`config.mk`:
```
export PLATFORM = sky130hd
export DESIGN_NAME = window_hit_test_raise
export DESIGN_NICKNAME = d
export VERILOG_FILES = /design/src/rtl/whtr_pkg.sv /design/src/rtl/window_hit_test_raise.sv
export VERILOG_INCLUDE_DIRS = /design/src /design/src/rtl
export SDC_FILE = /design/constraint.sdc
export NUM_CORES = 1
export LEC_CHECK = 0
export BUFFER_PORTS_ARGS = -buffer_cell sky130_fd_sc_hd__buf_2
export CAP_MARGIN = 5
export CELL_PAD_IN_SITES_DETAIL_PLACEMENT = 0
export CELL_PAD_IN_SITES_GLOBAL_PLACEMENT = 1
export CORE_UTILIZATION = 30
export DETAILED_ROUTE_END_ITERATION = 8
export PLACE_DENSITY_LB_ADDON = 0.1
export SYNTH_ARGS = -nofsm -noshare
export SYNTH_HDL_FRONTEND = slang
export SYNTH_SLANG_ARGS = --single-unit
```
`constraint.sdc`:
```
create_clock -name i_clk -period 9.4 [get_ports i_clk]
set_input_delay 0.47 -clock i_clk [delete_from_list [all_inputs] [get_ports i_clk]]
set_output_delay 0.47 -clock i_clk [all_outputs]
set_load 0.05 [all_outputs]
```
`src/rtl/assert_macros.svh`:
```
`ifndef ASSERT_MACROS_SVH
`define ASSERT_MACROS_SVH

// implication checked at every clock edge outside reset
`define ASSERT_IMPL(label, prop, msg) \
    label: assert property (@(posedge i_clk) disable iff (!i_rst_n) prop) else $error(msg);

// condition that must never hold outside reset
`define ASSERT_NEVER(label, expr, msg) \
    label: assert property (@(posedge i_clk) disable iff (!i_rst_n) !(expr)) else $error(msg);

`endif

```
`src/rtl/whtr_pkg.sv`:
```
`default_nettype none

package whtr_pkg;

    localparam int MAX_WINDOWS = 16;
    localparam int COORD_BITS  = 12;

    localparam int IDX_W = (MAX_WINDOWS > 1) ? $clog2(MAX_WINDOWS) : 1;
    localparam int CNT_W = $clog2(MAX_WINDOWS + 1);
    localparam int NUM_W = 5;
    localparam int ST_W  = 2;

    localparam logic [ST_W-1:0] ST_HIT     = 2'd0;
    localparam logic [ST_W-1:0] ST_IGNORED = 2'd1;
    localparam logic [ST_W-1:0] ST_ADDED   = 2'd2;
    localparam logic [ST_W-1:0] ST_FULL    = 2'd3;

    localparam logic CMD_ADD   = 1'b0;
    localparam logic CMD_CLICK = 1'b1;

    typedef struct packed {
        logic [COORD_BITS-1:0] x0;
        logic [COORD_BITS-1:0] y0;
        logic [COORD_BITS-1:0] x1;
        logic [COORD_BITS-1:0] y1;
    } t_rect;

endpackage

`default_nettype wire

```
`src/rtl/window_hit_test_raise.sv`:
```
// sequence: an add, or a click on an empty stack, goes straight to done; a click examines
//   windows top down (order entry, rectangle, compare), a raise moves each entry above the hit
//   one down (read, write) and puts the hit window on top; a held output stalls the done state
// flow: one transaction at a time; a new input is taken once the previous result
//   sits in the output register
// reset: synchronous active-low i_rst_n clears the window count, fsm and output valid;
`default_nettype none

`include "assert_macros.svh"

module window_hit_test_raise
    import whtr_pkg::*;
(
    input  wire                   i_clk,
    input  wire                   i_rst_n,
    // input channel
    input  wire                   i_valid,
    output logic                  o_stall,
    input  wire                   i_cmd,
    input  wire  [COORD_BITS-1:0] i_left_x,
    input  wire  [COORD_BITS-1:0] i_top_y,
    input  wire  [COORD_BITS-1:0] i_right_x,
    input  wire  [COORD_BITS-1:0] i_bottom_y,
    input  wire  [COORD_BITS-1:0] i_point_x,
    input  wire  [COORD_BITS-1:0] i_point_y,
    // output channel
    output logic                  o_valid,
    input  wire                   i_stall,
    output logic [ST_W-1:0]       o_status,
    output logic [NUM_W-1:0]      o_window_number
);

    // rectangle and order memories are not cleared and only live entries are ever read

    // fsm codes
    localparam logic [2:0] S_IDLE    = 3'd0;  // waiting for a transaction
    localparam logic [2:0] S_RD_ORD  = 3'd1;  // read window index at stack position
    localparam logic [2:0] S_RD_RECT = 3'd2;  // read that window's rectangle
    localparam logic [2:0] S_CMP     = 3'd3;  // point-in-rectangle test
    localparam logic [2:0] S_SH_RD   = 3'd4;  // raise: read entry above
    localparam logic [2:0] S_SH_WR   = 3'd5;  // raise: write it one place down
    localparam logic [2:0] S_FIN     = 3'd6;  // raise: put hit window on top
    localparam logic [2:0] S_DONE    = 3'd7;  // hand result to output register

    // state memories: rectangles by window index, z-order by stack position
    t_rect           rect_mem  [MAX_WINDOWS];
    logic [IDX_W-1:0] order_mem [MAX_WINDOWS];

    // control registers
    logic [2:0]       r_state, n_state;
    logic [CNT_W-1:0] r_count, n_count;
    logic [CNT_W-1:0] r_pos,   n_pos;     // positions still to examine, top down
    logic [CNT_W-1:0] r_k,     n_k;       // raise cursor
    logic             r_out_valid, n_out_valid;

    // payload registers
    logic [COORD_BITS-1:0] r_px, n_px;
    logic [COORD_BITS-1:0] r_py, n_py;
    logic [IDX_W-1:0]      r_hit_idx, n_hit_idx;
    logic [ST_W-1:0]       r_res_status, n_res_status;
    logic [NUM_W-1:0]      r_res_number, n_res_number;
    logic [ST_W-1:0]       r_out_status, n_out_status;
    logic [NUM_W-1:0]      r_out_number, n_out_number;

    // memory read data, registered
    logic [IDX_W-1:0] r_ord_q;
    t_rect            r_rect_q;

    // memory port controls
    logic             ord_re, ord_we, rect_re, rect_we;
    logic [IDX_W-1:0] ord_raddr, ord_waddr, ord_wdata;
    logic [IDX_W-1:0] rect_waddr;
    t_rect            rect_wdata;

    logic             in_take;
    logic             out_take;
    logic             out_free;
    logic [CNT_W-1:0] pos_m1;
    logic [CNT_W-1:0] k_p1;
    logic             hit;

    assign o_stall         = (r_state != S_IDLE);
    assign o_valid         = r_out_valid;
    assign o_status        = r_out_status;
    assign o_window_number = r_out_number;

    assign in_take  = i_valid && !o_stall;
    assign out_take = r_out_valid && !i_stall;
    assign out_free = !r_out_valid || !i_stall;

    assign pos_m1 = r_pos - CNT_W'(1);
    assign k_p1   = r_k + CNT_W'(1);

    // inclusive bounds on all four sides; an inverted rectangle never matches
    assign hit = (r_px >= r_rect_q.x0) && (r_px <= r_rect_q.x1)
              && (r_py >= r_rect_q.y0) && (r_py <= r_rect_q.y1);

    always_comb begin
        n_state      = r_state;
        n_count      = r_count;
        n_pos        = r_pos;
        n_k          = r_k;
        n_px         = r_px;
        n_py         = r_py;
        n_hit_idx    = r_hit_idx;
        n_res_status = r_res_status;
        n_res_number = r_res_number;
        n_out_valid  = r_out_valid;
        n_out_status = r_out_status;
        n_out_number = r_out_number;

        ord_re     = 1'b0;
        ord_raddr  = pos_m1[IDX_W-1:0];
        ord_we     = 1'b0;
        ord_waddr  = r_k[IDX_W-1:0];
        ord_wdata  = r_ord_q;
        rect_re    = 1'b0;
        rect_we    = 1'b0;
        rect_waddr = r_count[IDX_W-1:0];
        rect_wdata = '{x0: i_left_x, y0: i_top_y, x1: i_right_x, y1: i_bottom_y};

        if (out_take) begin
            n_out_valid = 1'b0;
        end

        unique case (r_state)
            S_IDLE: begin
                if (in_take) begin
                    n_px = i_point_x;
                    n_py = i_point_y;
                    if (i_cmd == CMD_ADD) begin
                        n_state = S_DONE;
                        if (r_count == CNT_W'(MAX_WINDOWS)) begin
                            n_res_status = ST_FULL;
                            n_res_number = '0;
                        end else begin
                            // new window goes on top, numbered from 1
                            rect_we      = 1'b1;
                            ord_we       = 1'b1;
                            ord_waddr    = r_count[IDX_W-1:0];
                            ord_wdata    = r_count[IDX_W-1:0];
                            n_count      = r_count + CNT_W'(1);
                            n_res_status = ST_ADDED;
                            n_res_number = NUM_W'(r_count + CNT_W'(1));
                        end
                    end else begin
                        n_pos        = r_count;
                        n_res_status = ST_IGNORED;
                        n_res_number = '0;
                        n_state      = (r_count == '0) ? S_DONE : S_RD_ORD;
                    end
                end
            end
            S_RD_ORD: begin
                ord_re  = 1'b1;
                n_pos   = pos_m1;
                n_state = S_RD_RECT;
            end
            S_RD_RECT: begin
                rect_re = 1'b1;
                n_state = S_CMP;
            end
            S_CMP: begin
                if (hit) begin
                    n_hit_idx    = r_ord_q;
                    n_k          = r_pos;
                    n_res_status = ST_HIT;
                    n_res_number = NUM_W'(CNT_W'(r_ord_q) + CNT_W'(1));
                    // already on top: order stays as it is
                    n_state      = (r_pos + CNT_W'(1) < r_count) ? S_SH_RD : S_DONE;
                end else begin
                    n_state = (r_pos == '0) ? S_DONE : S_RD_ORD;
                end
            end
            S_SH_RD: begin
                ord_re    = 1'b1;
                ord_raddr = k_p1[IDX_W-1:0];
                n_state   = S_SH_WR;
            end
            S_SH_WR: begin
                ord_we    = 1'b1;
                ord_waddr = r_k[IDX_W-1:0];
                ord_wdata = r_ord_q;
                n_k       = k_p1;
                n_state   = (k_p1 + CNT_W'(1) < r_count) ? S_SH_RD : S_FIN;
            end
            S_FIN: begin
                ord_we    = 1'b1;
                ord_waddr = r_k[IDX_W-1:0];
                ord_wdata = r_hit_idx;
                n_state   = S_DONE;
            end
            S_DONE: begin
                if (out_free) begin
                    n_out_valid  = 1'b1;
                    n_out_status = r_res_status;
                    n_out_number = r_res_number;
                    n_state      = S_IDLE;
                end
            end
            default: begin
                n_state = S_IDLE;
            end
        endcase
    end

    // control state
    always_ff @(posedge i_clk) begin
        if (!i_rst_n) begin
            r_state     <= S_IDLE;
            r_count     <= '0;
            r_pos       <= '0;
            r_k         <= '0;
            r_out_valid <= 1'b0;
        end else begin
            r_state     <= n_state;
            r_count     <= n_count;
            r_pos       <= n_pos;
            r_k         <= n_k;
            r_out_valid <= n_out_valid;
        end
    end

    // payload, no reset
    always_ff @(posedge i_clk) begin
        r_px         <= n_px;
        r_py         <= n_py;
        r_hit_idx    <= n_hit_idx;
        r_res_status <= n_res_status;
        r_res_number <= n_res_number;
        r_out_status <= n_out_status;
        r_out_number <= n_out_number;
    end

    // z-order memory: one write and one registered read per cycle
    always_ff @(posedge i_clk) begin
        if (ord_we) begin
            order_mem[ord_waddr] <= ord_wdata;
        end
        if (ord_re) begin
            r_ord_q <= order_mem[ord_raddr];
        end
    end

    // rectangle memory: addressed by window index
    always_ff @(posedge i_clk) begin
        if (rect_we) begin
            rect_mem[rect_waddr] <= rect_wdata;
        end
        if (rect_re) begin
            r_rect_q <= rect_mem[r_ord_q];
        end
    end

    // window count never passes the stack depth
    `ASSERT_NEVER(a_count_max, r_count > CNT_W'(MAX_WINDOWS), "window count beyond stack depth")

    // a taken transaction closes the input until its result is registered
    `ASSERT_IMPL(a_busy_after_take, in_take |=> o_stall, "input open right after a transaction")

    // the count moves only on an add taken in idle
    `ASSERT_IMPL(a_count_in_idle, r_count != $past(r_count) |-> $past(r_state) == S_IDLE,
                 "window count changed outside idle")

    // a reported hit names a live window
    `ASSERT_IMPL(a_hit_number, o_valid && o_status == ST_HIT
                 |-> o_window_number != '0 && CNT_W'(o_window_number) <= r_count,
                 "hit reports a window that does not exist")

endmodule

`default_nettype wire

```
==> run summary, run 1 <==
• global placement routability congestion: 0.7440
• combinational fraction of design power: 25.2%
• relative contribution of sequential cells to total power: 41.9%
• met3 layer wire length in the routed design: 4140 um
• placed cell count: 3439
• number of inserted filler cells in the final layout: 11477
• status: complete, no violations
• highest signal layer in the routed design: met5
• sum of met2 wire segment lengths after detailed routing: 46140 um
• final routed wire length divided by cell count: 26.40 um
• final hold violation count: 0
• Crit path max-delay family: buffers and inverters
• WHS Endpoint: r_px[10]
• most instantiated flip-flop cell in the synthesis netlist: edfxtp_1
• Die Span X: 354.3 um
• skew final: 0.05552 ns
• Worst Max-Slew Pin Slew: 1.173 ns
• TritonCTS clock tree: done
• nets: 2081
• maximum number of pins on one net before global-route repair: 95
• worst IR drop on VDD: 0.2281 mV
• post-synthesis sequential element count: 945
• number of buffers on the longest clock path: 3
• final critical-path share of the clock period: 41.74%
• standby leakage power: 13.86 nW
• overall die height: 354.3 um
• H-tree levels: 3
• Reg clk slew, reported paths: 0.06 ns
• placement-stage worst setup slack: 5.478 ns
• number of clock buffers inserted by TritonCTS: 107
• CP bufs+invs: 3
• DR DRC count: 0
• kind of end point of the critical path: flop
• RSZ-0062 raised after global routing: no
• crit-path max FO: 36
• post-route non-filler standard cell count: 3654
• Cell Rows: 128
• critical register-to-register path endpoint: rect_mem[4][23]
• dominant cell type by count on the critical path: buf_4
• Sw Ratio: 28.97%
• total of buffers placed on input and output ports: 85
• clock period minus worst slack: 3.924 ns
• path category of the worst min-delay check: input pin to flop
• total detailed-routing wirelength: 96480 um
• Remaining Overflow, GRT: 0
• num ports: 86
• number of setup buffers added after CTS: 0
• storage element area: 28190 sq um
• first-iteration detailed-routing DRC count: 1289
• share of synthesized area occupied by flip-flops and latches: 75.72%
• FF-to-FF Start: r_count[0]
• part of the power in the clock network: 33.0%
• Crit path largest cell delay: 0.77 ns
• total of max-cap violations: 0
• dpl hpwl: 53890 um
• GR Util All Layers: 15.53%
• total die area: 125500 sq um
• initial core utilization: 30.42%
• Util after Layout: 35.34%
• wire length of the first global-routing pass: 139300 um
• area used by multi-input combinational logic: 8573 sq um
• share of layout cells above drive strength 1: 26.43%
• power density over the cells: 279.9 nW/um^2
• kind of critical path: flop to flop
• slowest cell on the critical path: buf_4
• ANT nets after route: 0
• detailed-route via count: 17741
• worst-case setup margin in the final layout: 5.476 ns
• worst endpoint data arrival time: 4.20 ns
• asr flop ratio synth: 0%
• min-delay src: i_point_x[10]
• cell area after technology mapping: 37230 sq um
• DRT Pass-1 Iters: 4
• M1 wire length: 43980 um
• Mapped Cells: 1779
• power spent charging and discharging nets: 0.003505 W
• number of antenna violations at the first check in global routing: 19
• clk root buf: clkbuf_16
• setup-violating endpoint count in the final report: 0
• count of cell types in the netlist: 56
• internal power component: 0.008596 W
• area growth from synthesis to final layout: 16.14%
• number of cells upsized or downsized after cts: 0
• total number of yosys warnings: 0
• Worst slew margin: 21.21%
• required time of the worst setup path: 9.67 ns
• core outline area: 122400 sq um
• Worst R2R Setup Slack: 5.48 ns
• total stage count of the critical path: 8
• final max-slew violation count: 0
• Net Count, Synth: 1921
• worst path cell trace: inv_1, ha_1, a31oi_1, nor2b_1, buf_4, nand2_1, nor2_4, buf_4
• Setup crit start kind: flop
• clk_lat worst skew: 0.69 ns
• worst r2r path cells: 8
• sum of negative setup slack: 0 ns
• # clock sinks: 945
• number of global-route vias before repair: 18908
• Min-Delay Path Depth: 1
• maximum operating frequency: 0.2549 GHz
• post-DR vias/cell: 4.855
• Synth Area per Inst: 20.93 sq um
• worst hold margin: 0.05569 ns
• EDFF count, synth: 926
## cells by family after synthesis
group           synth area share, %
buf+inv                       1.580
compound gates                2.662
xor+xnor                     0.4941
flops                         75.72
mux                           14.66
simple gates                  2.702
fa+ha+maj                     2.185
## state kept, by name, summed over array words and instances (netlist names), 3 cells and up
register	flops
r_rect_q	48
r_pos	5
r_px	12
r_count	5
r_state	3
order_mem	64
r_k	5
r_hit_idx	4
r_py	12
o_window_number	5
r_ord_q	4
r_res_number	5
rect_mem	768
## worst max-delay path by stage
| stage | startpoint | to | slack (ns) |
|---|---|---|---|
| after global routing | r_count[1] | rect_mem[4][23] | 5.12 |
| after global placement | r_count[1] | rect_mem[4][26] | 5.56 |
| final | r_count[0] | rect_mem[4][23] | 5.48 |
| after detailed placement | r_count[0] | rect_mem[4][30] | 5.48 |
| after floorplan | r_count[0] | rect_mem[1][0] | 3.53 |
| after CTS | r_count[0] | rect_mem[4][23] | 5.41 |
## per-stage QoR
stage	power, W	instance area [sq um]
after floorplan	0.007272	37230
after global placement	0.008332	39720
after detailed placement	0.008315	39720
after CTS	0.01236	43230
after global routing	0.01267	43230
final	0.01210	43240
## synth_stat cells, types with 4 or more instances
| library cell | instances | area share (%) |
|---|---|---|
| nand4_1 | 6 | 0.10 |
| nand3_1 | 22 | 0.30 |
| a22oi_1 | 6 | 0.12 |
| a31oi_1 | 15 | 0.25 |
| a311o_1 | 4 | 0.11 |
| xnor2_1 | 14 | 0.33 |
| and2_1 | 16 | 0.27 |
| nor3_1 | 14 | 0.19 |
| nand2b_1 | 6 | 0.10 |
| inv_1 | 62 | 0.63 |
| a221oi_1 | 4 | 0.094 |
| dfxtp_1 | 19 | 1.0 |
| o21ai_0 | 18 | 0.24 |
| mux2i_1 | 4 | 0.11 |
| a211oi_1 | 23 | 0.46 |
| edfxtp_1 | 926 | 75 |
| o211ai_1 | 6 | 0.12 |
| a21o_1 | 12 | 0.24 |
| nand2_1 | 76 | 0.77 |
| a21oi_1 | 24 | 0.32 |
| mux4_2 | 240 | 15 |
| nor2_1 | 56 | 0.56 |
| a311oi_1 | 5 | 0.12 |
| buf_2 | 23 | 0.31 |
| ha_1 | 65 | 2.2 |
| xor2_1 | 7 | 0.16 |
| clkbuf_1 | 51 | 0.51 |
| buf_1 | 8 | 0.081 |
## worst register-to-register path, cell delays in order (launching register included)
cell and delay (ns):
dfxtp_1 0.56, inv_1 0.21, ha_1 0.28, a31oi_1 0.41, nor2b_1 0.19, buf_4 0.24
nand2_1 0.28, nor2_4 0.54, buf_4 0.77
## cell type report
| class | count | share of cell area (%) |
|---|---|---|
| Antenna cell | 1 | 0.005788 |
| Clock buffer | 136 | 6.491 |
| Clock inverter | 62 | 1.265 |
| Inverter | 62 | 0.5383 |
| Multi-Input combinational cell | 688 | 19.83 |
| Sequential cell | 945 | 65.19 |
| Tap cell | 1625 | 4.703 |
| Timing Repair Buffer | 135 | 1.974 |
## routing by layer
layer	track usage, %	up-vias
li1	-	7681
met1	21.36	9544
met4	3.888	22
met3	3.275	153
met5	0	-
met2	25.05	341
## layout by cell type, fill, tap and decap left out, types with 4 or more instances in the layout
| cell | n |
|---|---|
| o211ai_1 | 6 |
| a21oi_1 | 23 |
| mux4_2 | 240 |
| nand3_1 | 22 |
| xnor2_1 | 14 |
| o21ai_0 | 18 |
| buf_2 | 85 |
| clkbuf_1 | 27 |
| a311oi_1 | 5 |
| nor3_1 | 9 |
| clkinv_1 | 21 |
| nand2_1 | 76 |
| bufinv_16 | 6 |
| a311o_1 | 4 |
| nor3_2 | 5 |
| edfxtp_1 | 926 |
| buf_4 | 33 |
| dlygate4sd3_1 | 16 |
| a21o_1 | 12 |
| dfxtp_1 | 19 |
| nor2_4 | 12 |
| clkbuf_16 | 107 |
| nand4_1 | 6 |
| nand2b_1 | 6 |
| a221oi_1 | 4 |
| a211oi_1 | 23 |
| a31oi_1 | 15 |
| clkinv_2 | 24 |
| a22oi_1 | 6 |
| nor2_1 | 44 |
| xor2_1 | 7 |
| inv_1 | 62 |
| ha_1 | 65 |
| inv_6 | 4 |
| and2_1 | 16 |
## power by group through the flow
stage               registers, W  clock network (W)  logic [W]
detailed placement       0.00516                  0    0.00316
floorplan                0.00509                  0    0.00218
CTS                      0.00507            0.00411    0.00318
global route             0.00509            0.00425    0.00333
finish                   0.00507            0.00399    0.00304
global placement         0.00516                  0    0.00318
## what timing repair did
action | CTS | global route
hold buffers | 16 | 0
endpoints found under the hold margin | 16 | 0
setup endpoints to repair | 0 | 0
No activity file was read; power rests on OpenSTA's default activity.
==> run 2: changes to the inputs <==
--- a/config.mk
+++ b/config.mk
@@ -6,6 +6,7 @@
 export SDC_FILE = /design/constraint.sdc
 export NUM_CORES = 1
 export LEC_CHECK = 0
+export ABC_AREA = 1
 export BUFFER_PORTS_ARGS = -buffer_cell sky130_fd_sc_hd__buf_2
 export CAP_MARGIN = 5
 export CELL_PAD_IN_SITES_DETAIL_PLACEMENT = 0
==> constraint.sdc (replaced) <==
create_clock -name i_clk -period 3.86 [get_ports i_clk]
set_input_delay 0.193 -clock i_clk [delete_from_list [all_inputs] [get_ports i_clk]]
set_output_delay 0.193 -clock i_clk [all_outputs]
set_load 0.05 [all_outputs]
==> run 2 against run 1 <==
Via count up 30%. Area after synthesis rose by 3.3%. Hold slack improved by 0.16 ns. Critical path type unchanged. Largest power group unchanged. Highest routed layer unchanged.
==> run summary, run 2 <==
• clk root buf: clkbuf_16
• share of synthesized area occupied by flip-flops and latches: 73.31%
• internal power component: 0.02109 W
• min-delay src: i_point_y[10]
• number of cells upsized or downsized after cts: 0
• FF-to-FF Start: r_count[0]
• final critical-path share of the clock period: 78.37%
• CP bufs+invs: 5
• asr flop ratio synth: 0%
• wire length of the first global-routing pass: 158400 um
• number of setup buffers added after CTS: 0
• # clock sinks: 945
• relative contribution of sequential cells to total power: 38.3%
• cell area after layout: 45230 sq um
• EDFF count, synth: 926
• RSZ-0062 raised after global routing: no
• nets: 3122
• Sw Ratio: 35.77%
• register with the highest flop count: rect_mem
• number of clock buffers inserted by TritonCTS: 106
• kind of critical path: flop to flop
• crit-path max FO: 35
• area growth from synthesis to final layout: 17.63%
• largest cells by area after synthesis: edfxtp_1, nor2_1, o21ai_0
• post-route non-filler standard cell count: 4717
• worst IR drop on VDD: 0.5103 mV
• Die Span X: 360.0 um
• Crit path max-delay family: buffers and inverters
• Worst Max-Slew Pin Slew: 0.9508 ns
• number of antenna violations at the first check in global routing: 10
• power density over the cells: 726.0 nW/um^2
• dpl hpwl: 63350 um
• total number of yosys warnings: 0
• M1 wire length: 51370 um
• final hold violation count: 0
• initial core utilization: 30.42%
• number of global-route vias before repair: 23246
• ANT nets after route: 0
• registers with the most flip-flops: rect_mem (768), order_mem (64), r_rect_q (48)
• area leader, netlist: edfxtp_1
• total of max-cap violations: 0
• num ports: 86
• most instantiated flip-flop cell in the synthesis netlist: edfxtp_1
• Crit path largest cell delay: 0.54 ns
• number of buffers on the longest clock path: 3
• Worst R2R Setup Slack: 0.84 ns
• commonest non-fill, non-tap cell in the layout: edfxtp_1
• total die area: 129600 sq um
• total of buffers placed on input and output ports: 85
• standby leakage power: 15.27 nW
• clk_lat worst skew: 0.70 ns
• count of cell types in the netlist: 54
• number of inserted filler cells in the final layout: 12022
• Mapped Cells: 2801
• skew final: 0.01990 ns
• detailed-route via count: 23139
• worst endpoint data arrival time: 3.36 ns
• final max-slew violation count: 0
• total power: 0.03283 W
• power spent charging and discharging nets: 0.01175 W
• most numerous cell in the Yosys netlist: edfxtp_1
• DRT Pass-1 Iters: 5
• first-iteration detailed-routing DRC count: 1552
• GR Util All Layers: 16.60%
• sum of met2 wire segment lengths after detailed routing: 49520 um
• DR DRC count: 0
• cell area after technology mapping: 38450 sq um
• core outline area: 126400 sq um
• post-cts hold buffer count: 77
• post-DR vias/cell: 4.905
• Util after Layout: 35.78%
• critical register-to-register path endpoint: rect_mem[13][22]
• Worst slew margin: 36.43%
• Setup crit start kind: flop
• worst r2r path cells: 12
• met3 layer wire length in the routed design: 4983 um
• part of the power in the clock network: 29.6%
• maximum operating frequency: 0.3306 GHz
• setup-violating endpoint count in the final report: 0
• Reg clk slew, reported paths: 0.06 ns
• flip-flop count of the largest register, all copies and words added: 768
• path category of the worst min-delay check: input pin to flop
• H-tree levels: 3
• highest signal layer in the routed design: met5
• TritonCTS clock tree: done
• Net Count, Synth: 2943
• total detailed-routing wirelength: 108400 um
• global placement routability congestion: 0.7850
• worst path cell trace: inv_1, ha_1, inv_1, nor2_4, nand2_2, nand2_1, inv_2, nand2_8, inv_8, nand2_1, nor2_4, buf_4
• top cells by count, synth: edfxtp_1, nor2_1, nand2_1
• clock period minus worst slack: 3.025 ns
• Synth Area per Inst: 13.73 sq um
• WHS Endpoint: r_py[10]
• slowest cell on the critical path: buf_4
• share of the synthesized area in the top cell type: 72.32%
• share of layout cells above drive strength 1: 11.91%
• maximum number of pins on one net before global-route repair: 156
• sum of negative setup slack: 0 ns
• status: complete, no violations
• post-synthesis sequential element count: 945
• most frequent cells in the layout: edfxtp_1, nor2_1, nand2_1
• Cell Rows: 130
• final routed wire length divided by cell count: 22.99 um
• Remaining Overflow, GRT: 0
• required time of the worst setup path: 4.19 ns
• Min-Delay Path Depth: 2
• placed standard-cell area: 41140 sq um
• placed cell count: 4445
• combinational fraction of design power: 32.1%
• kind of end point of the critical path: flop
• overall die height: 360.0 um
run 2: changes by cell type after synthesis, moves of 17 or more:
cell	before	now
a211oi_1	23	1
o221ai_1	0	88
buf_2	23	40
clkbuf_1	51	83
o211ai_1	6	24
inv_1	62	110
mux4_2	240	0
nand3_1	22	108
o21ai_0	18	204
nor2_1	56	503
nand2_1	76	224
o32ai_1	0	110
o21ai_1	0	40
mux2i_1	4	82
run 2: cell type report:
class | count | area (sq um) | share of cell area, %
Antenna cell | 2 | 5.005 | 0.01107
Clock buffer | 142 | 2818 | 6.230
Clock inverter | 51 | 495.5 | 1.096
Inverter | 126 | 498.0 | 1.101
Multi-Input combinational cell | 1569 | 9099 | 20.12
Sequential cell | 945 | 28190 | 62.32
Tap cell | 1650 | 2064 | 4.565
Timing Repair Buffer | 232 | 2059 | 4.554
run 2: kinds of logic after synthesis:
kind of cell | after synthesis | share of synthesized area, %
AND/OR/NAND/NOR | 875 | 9.376
adder cells (fa/ha/maj) | 65 | 2.115
multiplexers | 82 | 2.135
XOR/XNOR | 16 | 0.3840
buffers and inverters | 287 | 3.339
flip-flops | 945 | 73.31
AO/OA/AOI/OAI | 531 | 9.337
run 2: how the worst max path moves through the flow:
stage	from	end	slack [ns]	depth (start not counted)
global route	r_count[0]	rect_mem[13][39]	0.57	12
global placement	r_count[0]	rect_mem[13][25]	0.87	12
floorplan	r_count[0]	rect_mem[0][0]	-1.18	9
detailed placement	r_count[0]	rect_mem[13][22]	0.80	12
finish	r_count[0]	rect_mem[13][22]	0.84	12
CTS	r_count[0]	rect_mem[13][39]	0.78	12
run 2: power by group through the flow:
stage               clock network [W]  logic (W)  registers [W]
floorplan                           0    0.00694         0.0126
global placement                    0     0.0107         0.0128
detailed placement                  0     0.0107         0.0128
CTS                            0.0100     0.0108         0.0126
global route                   0.0104     0.0117         0.0126
finish                        0.00973     0.0105         0.0126
run 2: metrics by stage:
step                      setup slack [ns]  hold slack [ns]
after floorplan                     -1.184           0.2919
after global placement              0.8712           0.3727
after detailed placement            0.7962           0.3712
after CTS                           0.7773           0.1622
after global routing                0.5663           0.1793
final                               0.8350           0.2175
run 2: routing by layer:
layer  up-vias  global-route usage [%]
met5         -                       0
met4         6                   4.491
met3       147                   3.331
met2       467                   26.16
met1     11719                   23.17
li1      10800                       -
